===== src/matrix_multiply_1x4_tile_top_macros.svh =====
// Assertion macros used by the tile control file.
`ifndef MATRIX_MULTIPLY_1X4_TILE_TOP_MACROS_SVH
`define MATRIX_MULTIPLY_1X4_TILE_TOP_MACROS_SVH

// Property that must hold at every clock edge outside reset.
`define MM14_ASSERT_NOW(lbl, prop, msg) \
	lbl: assert property (@(posedge clk) disable iff (!arst_n) (prop)) else $error(msg);

// Property whose consequent must hold in the cycle after its antecedent.
`define MM14_ASSERT_NEXT(lbl, ante, cons, msg) \
	lbl: assert property (@(posedge clk) disable iff (!arst_n) (ante) |=> (cons)) \
		else $error(msg);

`endif


===== src/mm14_pkg.sv =====
// Types, constants and the saturating adder shared by the 1x4 tile files.
package mm14_pkg;

	localparam int unsigned TileColumns = 4;
	localparam int unsigned OpWidth     = 32;
	localparam int unsigned AccWidth    = 64;

	typedef logic signed [OpWidth-1:0]  op_t;
	typedef logic signed [AccWidth-1:0] acc_t;

	// Pipeline control handed from the controller to every column cell.
	typedef struct packed {
		logic en1;
		logic en2;
		logic en3;
		logic en_out;
		logic v2;
		logic last2;
	} mm14_ctl_t;

	// Signed add that clamps to the 64-bit range instead of wrapping.
	function automatic acc_t sat_add(input acc_t x, input acc_t y);
		acc_t s;
		s = x + y;
		if ((x[AccWidth-1] == y[AccWidth-1]) && (s[AccWidth-1] != x[AccWidth-1])) begin
			s = x[AccWidth-1] ? {1'b1, {(AccWidth-1){1'b0}}} : {1'b0, {(AccWidth-1){1'b1}}};
		end
		return s;
	endfunction

endpackage


===== src/mm14_ctrl.sv =====
// Pipeline valid bits, stall chain and output valid for the 1x4 tile.
module mm14_ctrl import mm14_pkg::*; (
	input  logic      clk,
	input  logic      arst_n,
	input  logic      req_valid,
	input  logic      req_last,
	output logic      req_ready,
	output logic      rsp_valid,
	input  logic      rsp_ready,
	output mm14_ctl_t ctl
);

	`include "matrix_multiply_1x4_tile_top_macros.svh"

	logic v1_q, v2_q, v3_q;
	logic last1_q, last2_q, last3_q;
	logic rsp_valid_q;
	logic en1, en2, en3, en_out;

	// Stage three only holds when a last word waits on a full output register.
	assign en_out = !rsp_valid_q || rsp_ready;
	assign en3    = !v3_q || !last3_q || en_out;
	assign en2    = !v2_q || en3;
	assign en1    = !v1_q || en2;

	always_ff @(posedge clk or negedge arst_n) begin
		if (!arst_n) begin
			v1_q        <= 1'b0;
			v2_q        <= 1'b0;
			v3_q        <= 1'b0;
			last1_q     <= 1'b0;
			last2_q     <= 1'b0;
			last3_q     <= 1'b0;
			rsp_valid_q <= 1'b0;
		end else begin
			if (en1) begin
				v1_q    <= req_valid;
				last1_q <= req_last;
			end
			if (en2) begin
				v2_q    <= v1_q;
				last2_q <= last1_q;
			end
			if (en3) begin
				v3_q    <= v2_q;
				last3_q <= last2_q;
			end
			if (en_out) begin
				rsp_valid_q <= v3_q && last3_q;
			end
		end
	end

	assign req_ready  = en1;
	assign rsp_valid  = rsp_valid_q;
	assign ctl.en1    = en1;
	assign ctl.en2    = en2;
	assign ctl.en3    = en3;
	assign ctl.en_out = en_out;
	assign ctl.v2     = v2_q;
	assign ctl.last2  = last2_q;

	`MM14_ASSERT_NOW(a_out_implies_s3, !en_out || en3, "output advance without stage 3 advance")
	`MM14_ASSERT_NOW(a_ready_when_drain, !en_out || req_ready, "input stalled while output drains")
	`MM14_ASSERT_NEXT(a_last_reaches_out, v3_q && last3_q && en_out, rsp_valid_q,
		"last word did not reach the output register")
	`MM14_ASSERT_NOW(a_rsp_from_last, !$rose(rsp_valid_q) || $past(v3_q && last3_q),
		"result raised without a last word in stage 3")

endmodule


===== config.mk =====
export PLATFORM = sky130hd
export DESIGN_NAME = mm14_ctrl
export DESIGN_NICKNAME = d
export VERILOG_FILES = /design/src/mm14_pkg.sv /design/src/mm14_ctrl.sv
export VERILOG_INCLUDE_DIRS = /design/src /design/src/src
export SDC_FILE = /design/constraint.sdc
export NUM_CORES = 1
export LEC_CHECK = 0
export CAP_MARGIN = 20
export CORE_AREA = 8 8 45 47
export CTS_CLUSTER_DIAMETER = 50
export DETAILED_ROUTE_END_ITERATION = 8
export DIE_AREA = 0 0 53 55
export DONT_BUFFER_PORTS = 1
export GPL_TIMING_DRIVEN = 0
export HOLD_SLACK_MARGIN = 0.05
export SYNTH_ARGS = -nofsm -noshare
export SYNTH_HDL_FRONTEND = slang
export SYNTH_SLANG_ARGS = --single-unit

===== constraint.sdc =====
create_clock -name clk -period 1.1 [get_ports clk]
set_input_delay 0.055 -clock clk [delete_from_list [all_inputs] [get_ports clk]]
set_output_delay 0.055 -clock clk [all_outputs]
set_load 0.02 [all_outputs]

==> results.cfg <==
[worst_setup_path]
slowest_stage = dfrtp_2
end_kind = output port
start_kind = flip-flop
cp_max_fo = 4
critical_path.max_stage_delay_ns = 0.43
critPathTopFamily = simple AND/OR/NAND/NOR gates
worst-path-buf-inv = 1
crit_chain = and4b_2, nand3_4, buf_6
worstPathRequired_ns = 1.04
arrival_ns = 1.32
worstSetupPathType = flip-flop to output port

[drt]
ant_nets = 0
post_drt_wl_per_cell_um = 11.27
first_pass_iters = 1
drt_iter0_drc = 0
drc = 0
avgViaCountPerCell = 3.980
vias = 203
drt-total-wl_um = 575

[floorplan]
ios = 13
start_util = 0.2260
die_h_um = 55
placeableCoreArea_um2 = 1384
dieArea_um2 = 2915
rows = 14
fp.dieW_um = 53

[power]
vdd_drop_max_uv = 722.9
p_per_area_nw_per_um2 = 1464
p_leak_uw = 0.0001964

[sta]
grt_setup_unrepaired = yes
hold_viol = 0
fin_crit_sh = 1.246
fmax_mhz = 729.8
setup_viol = 10
drv_slew = 0
period_needed_ns = 1.370
tightest_slew_ns = 0.3173
fin_skew_ns = 0.001880
fin_ws_ns = -0.2702
slew_headroom = 0.7878

[finish]
fillers = 140
diodes = 0
instances_no_fill = 51
nets = 41
drive_gt1_frac = 0.5143
final_util = 0.3083
layout_common_cells = 6 x dfrtp_1, 5 x buf_4, 4 x dlygate4sd3_1
layout-area-overhead-vs-synth_pct = 36.40
final_common_cell = dfrtp_1

[placement]
place.gp.congestion = 0.6617
pre_cts_ws_ns = -0.2329
post-place-cells = 42
portBuffers = 0
hpwlAfterDp_um = 424.7

[cts]
cts-root-buf = clkbuf_4
cts_made_buffers = 3
cts.clk_slew.worst_paths_ns = 0.05
cts.sinks = 7
cts_tree = yes
cts_max_path_buffers = 2
clock_latency_ns = 0.25
cts_htree_levels = 1

[global_route]
grt.total_usage = 0.05118
grt_pass1_wl_mm = 1.035
antenna_found_initial = 0
grt_max_degree = 8
grt_overflow_total = 0
grt_pass1_vias = 239

[logic_synthesis]
avgSynthCellArea_um2 = 12.03
synth_nets = 31
ys_ff_latch = 7
ys_seq_area_frac = 0.5600
synth_area_um2 = 312.8
yosysWarnings = 0
ys_types = 10
synthCells = 26

[worst_hold_path]
holdCritPathClass = input pin to asynchronous set/reset pin

[outcome]
violations = negative setup slack
status = finished, violations left

[flow_run]
maxCapViolCount = 0
-- kinds of logic (layout without fill, tap and decap cells) --
family | Yosys count | in the layout | synth area share
buffers and inverters | 7 | 16 | 0.1560
DFF | 7 | 7 | 0.5600
muxes | 2 | 2 | 0.07199
and+or+nand+nor | 10 | 10 | 0.2120
-- what timing repair did --
action,in CTS,in global routing
endpoints found under the setup margin,10,10
gates resized for setup,3,0
buffers inserted,1,0
hold endpoints to repair,10,0
pin swaps,2,2
hold buffers,4,0
-- cell type report --
cell class,instances,area [um^2],area share
Sequential cell,7,176.4,0.4135
Multi-Input combinational cell,12,100.1,0.2346
Buffer,6,52.55,0.1232
Timing Repair Buffer,5,47.55,0.1114
Clock buffer,4,26.28,0.06158
Tap cell,16,20.02,0.04692
Inverter,1,3.754,0.008798
-- power by group --
| group | total [uW] | leakage, uW | switching (uW) | internal (uW) |
|---|---|---|---|---|
| Sequential | 304 | 0.0000801 | 23.1 | 281 |
| Combinational | 89.2 | 0.000101 | 42.0 | 47.2 |
| Clock | 232 | 0.0000150 | 93.3 | 138 |
-- worst paths after layout --
| kind | start | to | slack, ns | depth (start not counted) |
|---|---|---|---|---|
| worst max-delay path | rsp_valid | ctl[5] | -0.27 | 3 |
| worst min register to register | last3_q | rsp_valid | 0.48 | 2 |
| worst max register to register | rsp_valid | last1_q | -0.23 | 3 |
| min in group clk | rsp_ready | v3_q | 0.29 | 2 |
| max in group asynchronous | arst_n | rsp_valid | 0.71 | 1 |
| worst min-delay path | arst_n | v2_q | 0.13 | 1 |
-- flip-flops by register name, summed over array words and instances, names as in the netlist --
name and count:
last3_q 1, v2_q 1, last2_q 1, v3_q 1, rsp_valid 1, v1_q 1, last1_q 1
-- worst reg2reg max path, cell delays in order, from the launching register on --
cell and delay [ns]:
dfrtp_2 0.43, and4b_2 0.32, nand3_4 0.15, mux2_4 0.32
-- Yosys cell counts --
master    count  share of area
and4b_2       1          0.036
inv_1         1          0.012
or2_2         2          0.040
buf_4         6           0.14
or2b_1        2          0.048
nand2b_1      1          0.020
dfrtp_1       7           0.56
mux2_2        2          0.072
nand3_2       1          0.032
nand2_1       3          0.036
-- metal layers --
layer,routed length (um),track usage
met5,0,0
met3,120,0.06417
met4,0,0
met1,221,0.05116
met2,233,0.07031
-- metrics by stage --
step	total power (uW)	setup TNS (ns)	hold slack (ns)	instance area, um^2
6_report	624.5	-1.751	0.1312	426.7
5_1_grt	664.4	-2.218	0.1445	426.7
4_1_cts	637.4	-1.808	0.1330	426.7
3_5_place_dp	377.5	-0.8225	-0.2403	345.3
3_3_place_gp	375.5	-0.7769	-0.2403	345.3
2_1_floorplan	367.8	-0.4637	-0.2406	325.3
(Power assumes the default switching activity.)
