## config.mk

```make
export PLATFORM = sky130hd
export DESIGN_NAME = mm14_cell
export DESIGN_NICKNAME = d
export VERILOG_FILES = /design/src/matrix_multiply_1x4_tile_top_macros.svh /design/src/mm14_pkg.sv /design/src/mm14_cell.sv
export SDC_FILE = /design/constraint.sdc
export NUM_CORES = 2
export LEC_CHECK = 0
export BUFFER_PORTS_ARGS = -buffer_cell sky130_fd_sc_hd__buf_2
export CORE_MARGIN = 5
export CORE_UTILIZATION = 55
export DETAILED_ROUTE_END_ITERATION = 8
export GPL_TIMING_DRIVEN = 1
export PLACE_DENSITY = 0.72
export SLEW_MARGIN = 20
export SYNTH_ARGS = -nofsm -noshare
export SYNTH_HDL_FRONTEND = slang
export SYNTH_SLANG_ARGS = --single-unit
```

## constraint.sdc

```tcl
create_clock -name clk -period 9.2 [get_ports clk]
set_clock_uncertainty 0.15 [all_clocks]
set_input_delay 0 -clock clk [delete_from_list [all_inputs] [get_ports clk]]
set_output_delay 0 -clock clk [all_outputs]
set_load 0.05 [all_outputs]
```

## src/matrix_multiply_1x4_tile_top_macros.svh

```systemverilog
// Assertion macros used by the tile control file.
`ifndef MATRIX_MULTIPLY_1X4_TILE_TOP_MACROS_SVH
`define MATRIX_MULTIPLY_1X4_TILE_TOP_MACROS_SVH

// Property that must hold at every clock edge outside reset.
`define MM14_ASSERT_NOW(lbl, prop, msg) \
	lbl: assert property (@(posedge clk) disable iff (!arst_n) (prop)) else $error(msg);

// Property whose consequent must hold in the cycle after its antecedent.
`define MM14_ASSERT_NEXT(lbl, ante, cons, msg) \
	lbl: assert property (@(posedge clk) disable iff (!arst_n) (ante) |=> (cons)) \
		else $error(msg);

`endif

```

## src/mm14_pkg.sv

```systemverilog
// Types, constants and the saturating adder shared by the 1x4 tile files.
package mm14_pkg;

	localparam int unsigned TileColumns = 4;
	localparam int unsigned OpWidth     = 32;
	localparam int unsigned AccWidth    = 64;

	typedef logic signed [OpWidth-1:0]  op_t;
	typedef logic signed [AccWidth-1:0] acc_t;

	// Pipeline control handed from the controller to every column cell.
	typedef struct packed {
		logic en1;
		logic en2;
		logic en3;
		logic en_out;
		logic v2;
		logic last2;
	} mm14_ctl_t;

	// Signed add that clamps to the 64-bit range instead of wrapping.
	function automatic acc_t sat_add(input acc_t x, input acc_t y);
		acc_t s;
		s = x + y;
		if ((x[AccWidth-1] == y[AccWidth-1]) && (s[AccWidth-1] != x[AccWidth-1])) begin
			s = x[AccWidth-1] ? {1'b1, {(AccWidth-1){1'b0}}} : {1'b0, {(AccWidth-1){1'b1}}};
		end
		return s;
	endfunction

endpackage

```

## src/mm14_cell.sv

```systemverilog
// One column cell: multiply, saturating accumulate and final C update.
module mm14_cell import mm14_pkg::*; (
	input  logic      clk,
	input  logic      arst_n,
	input  mm14_ctl_t ctl,
	input  op_t       a_s1,
	input  op_t       b_col,
	input  acc_t      c_in,
	output acc_t      c_out
);

	op_t  b_s1;
	acc_t c_s1;
	acc_t prod_s2;
	acc_t c_s2;
	acc_t sum_s3;
	acc_t c_s3;
	acc_t acc_q;
	acc_t c_out_q;
	acc_t sum_next;

	assign sum_next = sat_add(acc_q, prod_s2);

	always_ff @(posedge clk) begin
		if (ctl.en1) begin
			b_s1 <= b_col;
			c_s1 <= c_in;
		end
		if (ctl.en2) begin
			prod_s2 <= acc_t'(a_s1) * acc_t'(b_s1);
			c_s2    <= c_s1;
		end
		if (ctl.en3) begin
			sum_s3 <= sum_next;
			c_s3   <= c_s2;
		end
		if (ctl.en_out) begin
			c_out_q <= sat_add(c_s3, sum_s3);
		end
	end

	// The running sum restarts from zero once a last word has been folded in.
	always_ff @(posedge clk or negedge arst_n) begin
		if (!arst_n) begin
			acc_q <= '0;
		end else if (ctl.en3 && ctl.v2) begin
			acc_q <= ctl.last2 ? '0 : sum_next;
		end
	end

	assign c_out = c_out_q;

endmodule

```

==> results.json <==
{
  "vias": 41601,
  "slew_headroom_pct": 18.5,
  "cp-end-kind": "flip-flop",
  "grt-ovfl-total": 0,
  "crit_family": "adder cells",
  "clk_latency_ns": 0.67,
  "path_cells": "and2_1 > ha_1 > fa_1 > fa_1 > fa_1 > fa_1 > fa_1 > fa_1 > fa_1 > ha_1 > nand3_1 > nor4_1 > nand2_1 > nor3_1 > a21oi_1 > a31oi_1 > nand4_1 > a41o_1 > a21oi_1 > nor4_1 > a311o_1",
  "r2r_slack_ns": 0.44,
  "clk_path_buf_depth": 3,
  "ant_nets": 0,
  "routedWlPerCell_um": 20.7,
  "path_max_fanout": 17,
  "max_freq_mhz": 114,
  "yosysSeqAreaShare_pct": 23.9,
  "ys.flop_type": "edfxtp_1",
  "root_buffer": "clkbuf_16",
  "synth_edf_count": 416,
  "numCtsBuffers": 51,
  "drc_errors": 0,
  "hold_viol": 0,
  "synthArstFlopShare_pct": 13.3,
  "setup_violations": 0,
  "numPortBuffers": 199,
  "outcome": "finished, final reports clean",
  "die_y_um": 337,
  "avgSynthCellArea_um2": 10.3,
  "yosysTopAreaCell": "fa_1",
  "final_max_slew_viol_count": 0,
  "period_share_pct": 95.2,
  "synthTopCellsByArea": "fa_1 (37%), edfxtp_1 (21%), ha_1 (6.6%)",
  "wirelength_mm": 155,
  "synthCells": 5726,
  "hold_ws_ns": 0.176,
  "min-delay-start": "ctl[0]",
  "setup_tns_ns": 0,
  "place_hpwl_mm": 120,
  "cts-resized-gates": 0,
  "crit_required_ns": 9.44,
  "gp_congestion": 0.961,
  "hold_depth": 4,
  "final_nets": 7559,
  "grt_pass1_vias": 44787,
  "grt_pass1_wl_mm": 248,
  "first_pass_iters": 6,
  "grt_max_degree": 72,
  "cpMaxStageDelayCell": "fa_1",
  "worstMarginPinSlew_ns": 1.21,
  "crit_path_max_incr_delay_ns": 0.90,
  "ys_ff_latch": 480,
  "arrival_ns": 9.00,
  "start_kind": "flip-flop",
  "crit_type": "flip-flop to flip-flop",
  "hold_end": "acc_q[61]",
  "start_util_pct": 55.2,
  "area_growth_pct": 11.0,
  "reg2reg_to": "prod_s2[60]",
  "htreeDepth": 2,
  "drtIter0Drc": 3237,
  "via_per_inst": 5.57,
  "rows": 120,
  "rr_worst_depth": 21,
  "antenna_found_initial": 2,
  "synth.distinct_cells": 76,
  "fin_crit_ns": 8.76,
  "core_um2": 107000,
  "layout-drive-gt1-share_pct": 7.03,
  "clkSlewWorstSetupHoldPaths_ns": 0.07,
  "num_io_pins": 200,
  "track_usage_pct": 27.9,
  "synthesis.nets": 7256,
  "die-area_um2": 114000,
  "cts.sink_count": 480,
  "die_width_um": 337,
  "cts_tree": "built",
  "min_path_type": "input port to flip-flop",
  "rsz0062_at_grt": "false",
  "cpMostUsedCell": "fa_1",
  "path_buf_inv": 0,
  "synth_top_cell_area_share_pct": 36.8,
  "netlist_area_um2": 58900,
  "reg2reg_from": "b_s1[0]",
  "drv_cap": 0,
  "synth_warnings": 0
}
[cells in the mapped netlist (35+ instances only)]
master    instances
nor2_1          207
o21ai_0         191
and2_1          524
xnor2_1         114
a21oi_1         208
edfxtp_1        416
nor2b_1          43
o21bai_1         36
ha_1            310
a21o_1          124
xor2_1           63
inv_1          1000
nand2_1         650
nand4_1          35
fa_1           1084
dfrtp_1          64
nand3_1          45
clkbuf_1        256
[flip-flops by register name, indices dropped and copies added (netlist names)]
register,flops
prod_s2,64
acc_q,64
c_s3,64
c_s1,64
c_s2,64
b_s1,32
c_out,64
sum_s3,64
[worst max-delay path by stage]
stage                     startpoint     endpoint  slack, ns  depth (start not counted)
after floorplan              b_s1[2]  prod_s2[60]       0.94                         26
after global placement       b_s1[9]  prod_s2[60]       0.55                         24
after detailed placement     b_s1[3]  prod_s2[60]       0.39                         21
after CTS                    b_s1[3]  prod_s2[60]       0.34                         21
after global routing         b_s1[0]  prod_s2[60]      0.007                         21
final                        b_s1[0]  prod_s2[60]       0.44                         21
[what timing repair did]
item                                    4_1_cts  5_1_grt
buffers inserted                              0       22
hold buffers                                203        0
endpoints found under the hold margin       402        0
endpoints found under the setup margin        0        1
[layer usage]
| layer | track usage (%) | wire length (µm) | vias to the layer above | part of all wire (%) |
|---|---|---|---|---|
| met5 | 0 | 13 | - | 0.0084 |
| met4 | 7.87 | 5000 | 2 | 3.2 |
| met3 | 6.52 | 14300 | 296 | 9.2 |
| met2 | 44.4 | 70400 | 1719 | 45 |
| met1 | 39.0 | 65200 | 21001 | 42 |
| li1 | - | - | 18583 | - |
[cell type report]
class,instances,area [µm²]
Clock inverter,29,399
Timing Repair Buffer,521,3990
Inverter,1000,3750
Multi-Input combinational cell,3975,40000
Sequential cell,480,14100
Fill cell,8614,41300
Antenna cell,1,2.50
Clock buffer,65,1380
Tap cell,1403,1760
[worst min-delay path, stage by stage]
cell           delay (ns)
dlygate4sd3_1        0.53
buf_2                0.16
nor3_1               0.06
a22o_1               0.17
[placed cells by master (no fill, tap or decap), drive strengths merged, types with 45 or more instances in the layout]
cell,count
fa,1084
inv,1006
nand2,650
and2,524
edfxtp,416
buf,318
ha,310
o21ai,215
a21oi,210
nor2,207
dlygate4sd3,203
a21o,124
xnor2,114
clkbuf,65
dfrtp,64
xor2,63
nand3,45
[cell families after synthesis]
logic type               synth area share (%)
AO/OA/AOI/OAI                            8.18
multiplexers                           0.0191
adder cells (fa/ha/maj)                  43.4
buffers and inverters                    8.14
AND/OR/NAND/NOR                          13.7
XOR/XNOR                                 2.63
flip-flops                               23.9
[per-stage QoR]
step                cell area (µm²)  std cells  utilization, %  worst slack [ns]
floorplan                     58900       5726               -             0.945
global placement              61400       7153            57.5             0.545
detailed placement            61400       7153            57.5             0.389
CTS                           65200       7450            61.1             0.338
global route                  65400       7474            61.3           0.00714
finish                        65400       7474            61.3             0.439
Power is left out: the tool's default activity adds up to more than one toggle a clock period on the data nets, which glitch-free logic cannot reach.
